`src/rtl/lcdns_pkg.sv`:
```
package lcdns_pkg;

    // request kinds carried in s_axis_tuser
    typedef enum logic [2:0] {
        CMD_INIT       = 3'd0,
        CMD_COMMAND    = 3'd1,
        CMD_DATA       = 3'd2,
        CMD_SET_ADDR   = 3'd3,
        CMD_ROW_COLUMN = 3'd4
    } lcdns_cmd_t;

    // configuration register indexes
    typedef enum logic [2:0] {
        REG_FUNCTION_SET  = 3'd0,
        REG_ENTRY_MODE    = 3'd1,
        REG_DISPLAY_CTRL  = 3'd2,
        REG_LINE_ONE      = 3'd3,
        REG_LINE_TWO      = 3'd4,
        REG_LINE_THREE    = 3'd5,
        REG_LINE_FOUR     = 3'd6
    } lcdns_reg_t;

    // register reset values
    localparam logic [7:0] FUNCTION_SET_RESET = 8'h28;
    localparam logic [7:0] ENTRY_MODE_RESET   = 8'h06;
    localparam logic [7:0] DISPLAY_CTRL_RESET = 8'h0E;
    localparam logic [6:0] LINE_ONE_RESET     = 7'h00;
    localparam logic [6:0] LINE_TWO_RESET     = 7'h40;
    localparam logic [6:0] LINE_THREE_RESET   = 7'h14;
    localparam logic [6:0] LINE_FOUR_RESET    = 7'h54;

    // instruction constants
    localparam logic [7:0] CLEAR_WORD      = 8'h01;
    localparam logic [7:0] SET_ADDR_FLAG   = 8'h80;
    localparam logic [7:0] SETTLE_LOW      = 8'h01;
    localparam logic [7:0] SETTLE_HIGH     = 8'h03;

    // init wake-up sequence
    localparam logic [3:0] WAKE_NIBBLE     = 4'h3;
    localparam logic [3:0] FOUR_BIT_NIBBLE = 4'h2;
    localparam logic [1:0] WAIT_FIRST      = 2'd3;
    localparam logic [1:0] WAIT_REPEAT     = 2'd1;
    localparam logic [1:0] WAIT_NONE       = 2'd0;
    localparam logic [3:0] WAKE_LAST_STEP  = 4'd3;
    localparam logic [3:0] INIT_LAST_STEP  = 4'd11;

    // register-select levels
    localparam logic RS_INSTR = 1'b0;
    localparam logic RS_DATA  = 1'b1;

    // one queued job: a whole init run or a single byte
    typedef struct packed {
        logic       is_init;
        logic       rs;
        logic [7:0] value;
    } lcdns_entry_t;

    // init words used by the back end
    typedef struct packed {
        logic [7:0] function_set;
        logic [7:0] entry_mode;
        logic [7:0] display_ctrl;
    } lcdns_init_words_t;

    // line base addresses used by the front end
    typedef struct packed {
        logic [6:0] line_one;
        logic [6:0] line_two;
        logic [6:0] line_three;
        logic [6:0] line_four;
    } lcdns_line_bases_t;

endpackage

```
`src/rtl/lcdns_front.sv`:
```
module lcdns_front (
    input  logic                       s_axis_tvalid,
    output logic                       s_axis_tready,
    input  logic [23:0]                s_axis_tdata,
    input  logic [2:0]                 s_axis_tuser,
    input  lcdns_pkg::lcdns_line_bases_t bases,
    input  logic                       queue_full,
    output logic                       push,
    output lcdns_pkg::lcdns_entry_t    push_entry
);
    import lcdns_pkg::*;

    logic [7:0] byte_value;
    logic [2:0] row;
    logic [5:0] column;
    logic [6:0] base;
    logic       row_ok;
    logic [6:0] address;
    logic       emits;

    assign byte_value = s_axis_tdata[7:0];
    assign row        = s_axis_tdata[10:8];
    assign column     = s_axis_tdata[16:11];

    assign s_axis_tready = !queue_full;

    // line base lookup for row positioning
    always_comb begin
        base   = bases.line_one;
        row_ok = 1'b1;
        case (row)
            3'd1: base = bases.line_one;
            3'd2: base = bases.line_two;
            3'd3: base = bases.line_three;
            3'd4: base = bases.line_four;
            default: row_ok = 1'b0;
        endcase
    end

    // address wraps within seven bits
    assign address = base + {1'b0, column} - 7'd1;

    // classify the request into one queue job, or none
    always_comb begin
        emits              = 1'b1;
        push_entry.is_init = 1'b0;
        push_entry.rs      = RS_INSTR;
        push_entry.value   = byte_value;
        case (lcdns_cmd_t'(s_axis_tuser))
            CMD_INIT: begin
                push_entry.is_init = 1'b1;
            end
            CMD_COMMAND: begin
                push_entry.value = byte_value;
            end
            CMD_DATA: begin
                push_entry.rs = RS_DATA;
            end
            CMD_SET_ADDR: begin
                push_entry.value = SET_ADDR_FLAG | {1'b0, byte_value[6:0]};
            end
            CMD_ROW_COLUMN: begin
                push_entry.value = SET_ADDR_FLAG | {1'b0, address};
                emits = row_ok && (column != 6'd0);
            end
            default: emits = 1'b0;
        endcase
    end

    assign push = s_axis_tvalid && s_axis_tready && emits;

endmodule

```
`src/rtl/lcdns_queue.sv`:
```
module lcdns_queue #(
    parameter int DEPTH = 4
) (
    input  logic                    aclk,
    input  logic                    aresetn,
    input  logic                    push,
    input  lcdns_pkg::lcdns_entry_t push_entry,
    input  logic                    pop,
    output lcdns_pkg::lcdns_entry_t head,
    output logic                    empty,
    output logic                    full
);
    import lcdns_pkg::*;

    localparam int PW = (DEPTH > 1) ? $clog2(DEPTH) : 1;
    localparam int CW = $clog2(DEPTH + 1);
    localparam logic [PW-1:0] LAST_PTR = PW'(DEPTH - 1);
    localparam logic [CW-1:0] FULL_COUNT = CW'(DEPTH);

    lcdns_entry_t  entries_reg [DEPTH];
    logic [PW-1:0] wr_ptr_reg, wr_ptr_next;
    logic [PW-1:0] rd_ptr_reg, rd_ptr_next;
    logic [CW-1:0] count_reg, count_next;

    assign empty = (count_reg == '0);
    assign full  = (count_reg == FULL_COUNT);
    assign head  = entries_reg[rd_ptr_reg];

    // pointer and fill count update
    always_comb begin
        wr_ptr_next = wr_ptr_reg;
        rd_ptr_next = rd_ptr_reg;
        count_next  = count_reg;
        if (push) begin
            wr_ptr_next = (wr_ptr_reg == LAST_PTR) ? '0 : wr_ptr_reg + 1'b1;
        end
        if (pop) begin
            rd_ptr_next = (rd_ptr_reg == LAST_PTR) ? '0 : rd_ptr_reg + 1'b1;
        end
        if (push && !pop) begin
            count_next = count_reg + 1'b1;
        end else if (pop && !push) begin
            count_next = count_reg - 1'b1;
        end
    end

    always_ff @(posedge aclk) begin
        if (!aresetn) begin
            wr_ptr_reg <= '0;
            rd_ptr_reg <= '0;
            count_reg  <= '0;
        end else begin
            wr_ptr_reg <= wr_ptr_next;
            rd_ptr_reg <= rd_ptr_next;
            count_reg  <= count_next;
        end
    end

    // job storage
    always_ff @(posedge aclk) begin
        if (push) begin
            entries_reg[wr_ptr_reg] <= push_entry;
        end
    end

`ifndef NO_ASSERTIONS
    a_no_overflow: assert property (@(posedge aclk) disable iff (!aresetn)
        full |-> !push || pop)
        else $error("queue written while full");
    a_no_underflow: assert property (@(posedge aclk) disable iff (!aresetn)
        empty |-> !pop)
        else $error("queue read while empty");
`endif

endmodule

```
`src/rtl/lcdns_back.sv`:
```
module lcdns_back (
    input  logic                         aclk,
    input  logic                         aresetn,
    input  lcdns_pkg::lcdns_entry_t      head,
    input  logic                         empty,
    output logic                         pop,
    input  lcdns_pkg::lcdns_init_words_t words,
    output logic                         m_axis_tvalid,
    input  logic                         m_axis_tready,
    output logic [7:0]                   m_axis_tdata,
    output logic [0:0]                   m_axis_tuser,
    output logic                         m_axis_tlast
);
    import lcdns_pkg::*;

    logic [3:0] step_reg, step_next;
    logic       valid_reg, valid_next;
    logic       rs_reg;
    logic [3:0] nibble_reg;
    logic [1:0] wait_reg;
    logic       settle_reg;
    logic       last_reg;

    logic       advance;
    logic       issue;
    logic [7:0] cur_byte;
    logic       low_half;
    logic       wake;
    logic [3:0] nibble;
    logic [1:0] wait_units;
    logic       settle;
    logic       last;

    // output register frees up when empty or taken
    assign advance = !valid_reg || m_axis_tready;
    assign issue   = advance && !empty;

    // byte for the current strobe
    always_comb begin
        cur_byte = head.value;
        if (head.is_init) begin
            case (step_reg[3:1])
                3'd2: cur_byte = words.function_set;
                3'd3: cur_byte = words.entry_mode;
                3'd4: cur_byte = words.display_ctrl;
                default: cur_byte = CLEAR_WORD;
            endcase
        end
    end

    // strobe fields
    always_comb begin
        wake       = head.is_init && (step_reg <= WAKE_LAST_STEP);
        low_half   = step_reg[0];
        nibble     = low_half ? cur_byte[3:0] : cur_byte[7:4];
        wait_units = WAIT_NONE;
        settle     = low_half && (head.rs == RS_INSTR)
                     && (cur_byte >= SETTLE_LOW) && (cur_byte <= SETTLE_HIGH);
        if (wake) begin
            settle = 1'b0;
            nibble = (step_reg == WAKE_LAST_STEP) ? FOUR_BIT_NIBBLE : WAKE_NIBBLE;
            case (step_reg[1:0])
                2'd0: wait_units = WAIT_FIRST;
                2'd3: wait_units = WAIT_NONE;
                default: wait_units = WAIT_REPEAT;
            endcase
        end
        last = head.is_init ? (step_reg == INIT_LAST_STEP) : low_half;
    end

    assign pop = issue && last;

    // step counter and output valid
    always_comb begin
        step_next  = step_reg;
        valid_next = valid_reg;
        if (advance) begin
            valid_next = !empty;
        end
        if (issue) begin
            step_next = last ? 4'd0 : step_reg + 4'd1;
        end
    end

    always_ff @(posedge aclk) begin
        if (!aresetn) begin
            step_reg  <= 4'd0;
            valid_reg <= 1'b0;
        end else begin
            step_reg  <= step_next;
            valid_reg <= valid_next;
        end
    end

    // strobe payload register
    always_ff @(posedge aclk) begin
        if (issue) begin
            rs_reg     <= head.rs;
            nibble_reg <= nibble;
            wait_reg   <= wait_units;
            settle_reg <= settle;
            last_reg   <= last;
        end
    end

    assign m_axis_tvalid = valid_reg;
    assign m_axis_tdata  = {1'b0, settle_reg, wait_reg, nibble_reg};
    assign m_axis_tuser  = rs_reg;
    assign m_axis_tlast  = last_reg;

`ifndef NO_ASSERTIONS
    a_mid_run_has_job: assert property (@(posedge aclk) disable iff (!aresetn)
        (step_reg != 4'd0) |-> !empty)
        else $error("run in progress with no job at the queue head");
    a_byte_two_strobes: assert property (@(posedge aclk) disable iff (!aresetn)
        (step_reg > 4'd1) |-> head.is_init)
        else $error("byte job past its second strobe");
    a_step_bound: assert property (@(posedge aclk) disable iff (!aresetn)
        step_reg <= INIT_LAST_STEP)
        else $error("step counter past end of init run");
    a_pop_restarts: assert property (@(posedge aclk) disable iff (!aresetn)
        pop |=> (step_reg == 4'd0))
        else $error("step counter not cleared after job finished");
`endif

endmodule

```
`src/rtl/char_lcd_nibble_sequencer_top.sv`:
```
// path: a request is written into the job queue, and its first strobe is loaded from the
// queue head into the output register once that register is free, behind earlier strobes
// throughput: one strobe per cycle from the back end while a job is queued and the output
// is taken; a byte request gives two strobes, an init request twelve, and a request that
// sends nothing is not queued; the job queue (QUEUE_DEPTH entries) lets requests be taken
// while strobes drain; reset: synchronous active-low aresetn empties the queue and output
// register and returns all configuration registers to their documented values
module char_lcd_nibble_sequencer_top #(
    parameter int QUEUE_DEPTH = 4
) (
    input  logic        aclk,
    input  logic        aresetn,
    // request stream
    input  logic        s_axis_tvalid,
    output logic        s_axis_tready,
    input  logic [23:0] s_axis_tdata,  // byte_value[7:0], row[10:8], column[16:11], zero pad
    input  logic [2:0]  s_axis_tuser,  // command[2:0]
    // strobe stream
    output logic        m_axis_tvalid,
    input  logic        m_axis_tready,
    output logic [7:0]  m_axis_tdata,  // nibble[3:0], wait_units[5:4], extra_settle[6], pad
    output logic [0:0]  m_axis_tuser,  // register_select[0]
    output logic        m_axis_tlast,  // last_of_run
    // configuration writes
    input  logic        cfg_valid,
    output logic        cfg_ready,
    input  logic [2:0]  cfg_index,
    input  logic [7:0]  cfg_data
);
    import lcdns_pkg::*;

    logic [7:0] function_set_reg;
    logic [7:0] entry_mode_reg;
    logic [7:0] display_ctrl_reg;
    logic [6:0] line_one_reg;
    logic [6:0] line_two_reg;
    logic [6:0] line_three_reg;
    logic [6:0] line_four_reg;

    lcdns_line_bases_t bases;
    lcdns_init_words_t words;
    lcdns_entry_t      push_entry;
    lcdns_entry_t      head;
    logic              push;
    logic              pop;
    logic              empty;
    logic              full;

    assign cfg_ready = 1'b1;

    // configuration registers
    always_ff @(posedge aclk) begin
        if (!aresetn) begin
            function_set_reg <= FUNCTION_SET_RESET;
            entry_mode_reg   <= ENTRY_MODE_RESET;
            display_ctrl_reg <= DISPLAY_CTRL_RESET;
            line_one_reg     <= LINE_ONE_RESET;
            line_two_reg     <= LINE_TWO_RESET;
            line_three_reg   <= LINE_THREE_RESET;
            line_four_reg    <= LINE_FOUR_RESET;
        end else if (cfg_valid && cfg_ready) begin
            case (lcdns_reg_t'(cfg_index))
                REG_FUNCTION_SET: function_set_reg <= cfg_data;
                REG_ENTRY_MODE:   entry_mode_reg   <= cfg_data;
                REG_DISPLAY_CTRL: display_ctrl_reg <= cfg_data;
                REG_LINE_ONE:     line_one_reg     <= cfg_data[6:0];
                REG_LINE_TWO:     line_two_reg     <= cfg_data[6:0];
                REG_LINE_THREE:   line_three_reg   <= cfg_data[6:0];
                REG_LINE_FOUR:    line_four_reg    <= cfg_data[6:0];
                default: ;
            endcase
        end
    end

    assign bases.line_one   = line_one_reg;
    assign bases.line_two   = line_two_reg;
    assign bases.line_three = line_three_reg;
    assign bases.line_four  = line_four_reg;

    assign words.function_set = function_set_reg;
    assign words.entry_mode   = entry_mode_reg;
    assign words.display_ctrl = display_ctrl_reg;

    // request classification
    lcdns_front u_front (
        .s_axis_tvalid (s_axis_tvalid),
        .s_axis_tready (s_axis_tready),
        .s_axis_tdata  (s_axis_tdata),
        .s_axis_tuser  (s_axis_tuser),
        .bases         (bases),
        .queue_full    (full),
        .push          (push),
        .push_entry    (push_entry)
    );

    // job queue between front and back
    lcdns_queue #(
        .DEPTH (QUEUE_DEPTH)
    ) u_queue (
        .aclk       (aclk),
        .aresetn    (aresetn),
        .push       (push),
        .push_entry (push_entry),
        .pop        (pop),
        .head       (head),
        .empty      (empty),
        .full       (full)
    );

    // strobe sequencing
    lcdns_back u_back (
        .aclk          (aclk),
        .aresetn       (aresetn),
        .head          (head),
        .empty         (empty),
        .pop           (pop),
        .words         (words),
        .m_axis_tvalid (m_axis_tvalid),
        .m_axis_tready (m_axis_tready),
        .m_axis_tdata  (m_axis_tdata),
        .m_axis_tuser  (m_axis_tuser),
        .m_axis_tlast  (m_axis_tlast)
    );

endmodule
```
`config.mk`:
```
export PLATFORM = sky130hd
export DESIGN_NAME = char_lcd_nibble_sequencer_top
export DESIGN_NICKNAME = d
export VERILOG_FILES = /design/src/rtl/lcdns_pkg.sv /design/src/rtl/lcdns_front.sv /design/src/rtl/lcdns_queue.sv /design/src/rtl/lcdns_back.sv /design/src/rtl/char_lcd_nibble_sequencer_top.sv
export SDC_FILE = /design/constraint.sdc
export NUM_CORES = 1
export LEC_CHECK = 0
export BUFFER_PORTS_ARGS = -buffer_cell sky130_fd_sc_hd__buf_2
export CORE_AREA = 2 2 70 138
export DETAILED_ROUTE_END_ITERATION = 10
export DIE_AREA = 0 0 72 140
export HOLD_SLACK_MARGIN = 0.15
export PLACE_DENSITY = 0.93
export SLEW_MARGIN = 15
export SYNTH_ARGS = -nofsm -noshare
export SYNTH_HDL_FRONTEND = slang
export SYNTH_SLANG_ARGS = --single-unit
```
`constraint.sdc`:
```
create_clock -name aclk -period 5.4 [get_ports aclk]
set_input_delay 0.54 -clock aclk [delete_from_list [all_inputs] [get_ports aclk]]
set_output_delay 0.54 -clock aclk [all_outputs]
set_load 0.01 [all_outputs]
```
After elaboration in Yosys (flattened, before gate mapping)
Memory sizes are Yosys's and may differ from the RTL's. A register that Yosys moved wholly into a read port is not among the register bits.
Cells that the tools add are included.
{ "totals": {"register_bits": 73, "latchBits": 0, "mem_bits_rw": 40, "rom_bits": 0, "input_bits": 43, "output_inout_bits": 13, "wordCells": 106, "memories": 1} }
{ "mem_list": {"columns": ["memory", "words", "word_bits", "read_ports", "rd_clocked_by_memory_dff", "wr", "line", "text"], "rows": [
  ["u_queue.entries_reg", 4, 10, 1, 1, 1, "lcdns_queue.sv:20", "lcdns_entry_t entries_reg [DEPTH];"]
]} }
{ "op_classes": {"add_sub_neg": 7, "n_mul": 0, "div_mod_pow": 0, "order_cmp": 3, "n_eq_ne": 23, "shifts": 0, "mux": 22, "bitwise": 1, "reduce_logical": 32} }
{ "op_table": {"columns": ["cell", "count"], "rows": [
  ["3-bit by 2-bit equality test with 1-bit output (second input constant)", 8],
  ["8-bit case mux with 3 select lines", 1],
  ["3-bit equality test (second input constant)", 7],
  ["7-bit case mux with 3 select lines", 1],
  ["8-bit case mux with 2 select lines", 1],
  ["2-bit AND reduction", 7],
  ["4-bit two-way mux", 3],
  ["1-bit logical AND", 11],
  ["3-bit by 1-bit equality test with 1-bit output (second input constant)", 3],
  ["3-bit zero test", 3],
  ["8-bit by 1-bit >= comparator with 1-bit output (second input constant)", 1],
  ["8-bit by 2-bit <= comparator with 1-bit output (second input constant)", 1],
  ["2-bit two-way mux", 4],
  ["8-bit two-way mux", 1],
  ["4-bit OR reduction", 2],
  ["7-bit by 6-bit adder with 7-bit output", 1],
  ["1-bit two-way mux", 7],
  ["7-bit by 1-bit subtractor with 7-bit output (second input constant)", 1],
  ["2-bit equality test (second input constant)", 3],
  ["3-bit two-way mux", 2],
  ["6-bit nonzero test", 1],
  ["1-bit zero test", 5],
  ["2-bit by 1-bit adder with 2-bit output (second input constant)", 2],
  ["4-bit by 1-bit adder with 4-bit output (second input constant)", 1],
  ["11 further kinds", 11]
]} }

Logic depth before layout (Yosys ltp)
{ "depth": {"depth_word": 10, "ltp_mapped": 13, "depth_no_buf": 12} }

Cells and area by module
A second synthesis with hierarchy kept.
{ "hier_totals": {"cells_unflattened": 502, "hier_area_um2": 5666.7} }
{ "by_module_without_submodules": {"columns": ["module", "instances", "cells_each", "area_each_um2", "seq_area_each_um2"], "rows": [
  ["char_lcd_nibble_sequencer_top", 1, 193, 2008.2, 1041.0],
  ["lcdns_queue", 1, 96, 1900.6, 1381.3],
  ["lcdns_back", 1, 104, 1003.5, 370.4],
  ["lcdns_front", 1, 109, 754.5, 0.0]
]} }

Worst setup path before layout
OpenSTA, ideal clock, no wires.
{ "synth_timing": {"path_kind": "input to register", "from": "input s_axis_tdata[8]", "to": "memory u_queue.entries_reg[0][5] (netlist bit) (data pin)", "setup_ns": 0.291, "arrival_time_ns": 2.936, "required_time_ns": 5.109, "path_slack_ns": 2.174, "path_stages": 13, "path_buffers": 2, "cell_sequence": "clkbuf_1 clkbuf_1 mux2i_1 a21oi_1 a21oi_1 ha_1 inv_1 ha_1 fa_1 a21o_1 a21oi_1 xor2_1 o21ai_0"} }
{ "synth_rtl": {"columns": ["item", "line", "text"], "rows": [
  ["start: declaration", "char_lcd_nibble_sequencer_top.sv:16", "input logic [23:0] s_axis_tdata,"],
  ["end: declaration", "lcdns_queue.sv:20", null]
]} }

==> flow_summary.yaml <==
finish:
  util_after_layout_pct: 70.4
  flow.area_growth_from_synthesis_pct: 14.5
  finalNonFillerCells: 710
  largest_register_ff_count: 40
  layout_cell_share_with_drive_strength_beyond_1_pct: 14.3
  diodes: 0
  finalNetCount: 661
  layout.filler_cells: 622
placed_design:
  place_congestion: 0.934
  port-buffer-count: 46
  dpl.hpwl_mm: 9.32
  placedCellCount: 679
logic_synthesis:
  synth.cell_area_um2: 5550
  yosys_register_bits: 115
  netlist_instances: 556
  yosys_warning_count: 0
  synth-compound-area-share_pct: 12.7
  multiplexer_area_fraction_after_synthesis_pct: 9.09
  synth-seq-area-share_pct: 50.4
  synth_top_family_by_area: "simple AND/OR/NAND/NOR gates"
  post_synth.cell_area_avg_um2: 9.97
  asyncSetResetFlopFracSynth_pct: 0
  yosys.area_share.simple_pct: 17.1
  yosys.area_share.adder_pct: 5.23
  synth_fp_nets: 621
  yosysUniqueCellTypes: 54
  area_share_of_xor_xnor_cells_in_the_synthesized_design_pct: 1.42
  postSynth.topFlopCell: "dfxtp_1"
  synth_enable_flop_cells: 49
sta:
  max_freq_mhz: 302
  tightestPinTransition_ns: 0.991
  finalSetupViolations: 0
  rsz0062_at_grt: "false"
  final_hold_viol_count: 0
  max-slew-margin-rel_pct: 34.0
  final.setup_skew_ns: 0.00709
  final.hold.worst_slack_ns: 0.385
  final_min_period_over_clock_period_pct: 61.4
  timing.final.max_slew_violations: 0
  timing.final.crit_period_ns: 3.32
  setup_tns_ns: 0
worst_setup_path:
  crit_family: "multiplexers"
  crit_slowest_cell: "mux4_2"
  end_kind: "flip-flop"
  worstSetupPathType: "flip-flop to flip-flop"
  critPathRequiredTime_ns: 5.74
  critical_path.max_stage_delay_ns: 0.77
  list_of_cells_traversed_by_the_critical_path: "mux4_2 > mux2i_1 > nand2_1 > ha_1 > inv_1 > fa_1 > xor2_1 > or3_1 > a21boi_0"
  worst-path-buf-inv: 1
  timing.critical_path.arrival_ns: 3.66
  ff2ff_setup_slack_ns: 2.08
  cp-start-kind: "flip-flop"
  worst-path-max-fanout: 17
detailed_routing:
  detail-route-antenna-nets: 0
  avgViaCountPerCell: 6.23
  routed_wl_mm: 13.9
  routed_wire_length_per_instance_um: 19.6
  vias: 4420
  detailedRoute.firstPassIterationCount: 5
  iter_0_drt_violations: 345
  post-route-drc-count: 0
cts:
  tritoncts: "done"
  clockBufferDepth: 2
  clk_pin_slew_ns: 0.05
  htreeDepth: 4
  cts_setup_buffers: 0
  tritoncts.num_buffers: 17
  cts.root.buffer_cell: "clkbuf_16"
  post_cts_resized: 0
  cts_sinks: 115
  clk_latency_ns: 0.41
  hold_buffers: 0
global_routing:
  via_count_of_the_first_global_routing_pass: 4559
  maximum_number_of_pins_on_one_net_before_global_route_repair: 66
  grt.met3_usage_pct: 5.18
  grt_use_total_pct: 29.5
  grt.overflow.total: 0
  grt_use_met2_pct: 49.7
  antenna_found_initial: 0
  grtUsageMet1_pct: 29.5
  gr-max-usage-layer: "met2"
  wire_length_of_the_first_global_routing_pass_mm: 22.2
pwr:
  cellPowerDensity_nw_per_um2: 392
  worst_ir_drop_vdd_mv: 0.290
  power.leakage_nw: 2.52
die:
  chipHeight_um: 140
  rows: 49
  floorplan.die.width_um: 72
  core_area_um2: 9010
  io-pin-count: 56
  floorplan.die_area_um2: 10100
  initial_cell_density_of_the_core_pct: 61.5
status:
  outcome: "complete, no violations"
worst_hold_path:
  hold_path.class: "input port to flip-flop"
flow_run:
  max_cap_viol_count: 0
[cells by family after synthesis]
group,Yosys count
other,2
buffers and inverters,52
and+or+nand+nor,215
adders and majority gates,22
AOI/OAI and AO/OA,107
xor gates and xnor gates,9
DFF,115
muxes,34
[cell usage after synthesis (3+ instances only)]
cell type	n	area share, %
mux4_2	9	3.7
clkbuf_1	21	1.4
buf_4	3	0.41
nand2b_1	4	0.45
nand2_1	125	8.5
xor2_1	5	0.79
mux4_1	3	1.4
xnor2_1	4	0.63
nor2b_1	14	1.6
inv_1	26	1.8
a22oi_1	6	0.81
and2_1	6	0.68
o21ai_0	20	1.8
a21boi_0	24	3.2
edfxtp_1	49	27
ha_1	20	4.5
nor3_1	4	0.36
a21oi_1	25	2.3
a21boi_1	10	1.4
a211oi_1	3	0.41
nor2_1	27	1.8
dfxtp_1	66	24
nand3_1	21	1.9
a211o_1	3	0.47
mux2i_1	20	3.6
[cell usage in the layout, fill, tap and decap left out, types with 9 or more instances in the layout]
master | Yosys | layout
a21boi_0 | 24 | 24
a21boi_1 | 10 | 10
a21oi_1 | 25 | 25
buf_2 | 1 | 46
clkbuf_16 | 0 | 19
dfxtp_1 | 66 | 66
edfxtp_1 | 49 | 49
ha_1 | 20 | 20
inv_1 | 26 | 26
mux2i_1 | 20 | 20
mux4_2 | 9 | 9
nand2_1 | 125 | 125
nand3_1 | 21 | 21
nor2_1 | 27 | 27
nor2b_1 | 14 | 14
o21ai_0 | 20 | 20
[layer usage]
metal | share of wire, % | vias to the layer above
met2 | 53 | 223
met4 | 9.1 | 0
li1 | - | 2016
met1 | 33 | 2097
met3 | 5.0 | 84
met5 | 0 | -
[cell type report]
class / instances / area [µm²] / share of cell area (%)
flip-flops and latches: 115 / 2790 / 44.0
multi-input cells: 389 / 2540 / 40.0
clock buffers: 27 / 536 / 8.44
repair buffers: 47 / 238 / 3.74
well taps: 102 / 128 / 2.01
clock inverters: 4 / 20.0 / 0.315
inverters: 26 / 97.6 / 1.54
[per-stage QoR]
| stage | area [µm²] | power, W | worst slack, ns |
|---|---|---|---|
| final | 6350 | 0.00249 | 2.08 |
| after global routing | 6350 | 0.00258 | 1.90 |
| after CTS | 6350 | 0.00249 | 2.06 |
| after detailed placement | 5790 | 0.00145 | 1.85 |
| after global placement | 5790 | 0.00142 | 1.99 |
| after floorplan | 5550 | 0.00133 | 2.17 |
[worst register-to-register path, cell delays in order, from the launching register on]
cell	delay, ns
dfxtp_1	0.73
mux4_2	0.78
mux2i_1	0.20
nand2_1	0.23
ha_1	0.24
inv_1	0.06
fa_1	0.38
xor2_1	0.16
or3_1	0.30
a21boi_0	0.16
[path summary, 6_finish.rpt]
check	start	to	cells past startpoint
max	flip-flop	u_queue.count_reg[2]	9
min	cfg_data[7]	display_ctrl_reg[7]	3
max reg2reg	flip-flop	u_queue.count_reg[2]	9
min reg2reg	display_ctrl_reg[5]	display_ctrl_reg[5]	2
[report_power, final]
part / total [W] / internal (W) / switching, W / leakage [nW]
Sequential: 0.00105 / 0.00100 / 0.0000511 / 0.988
Clock: 0.00105 / 0.000671 / 0.000374 / 0.277
Combinational: 0.000392 / 0.000164 / 0.000228 / 1.26
Total: 0.00249 / 0.00184 / 0.000653 / 2.52
No activity file was read; power rests on OpenSTA's default activity.
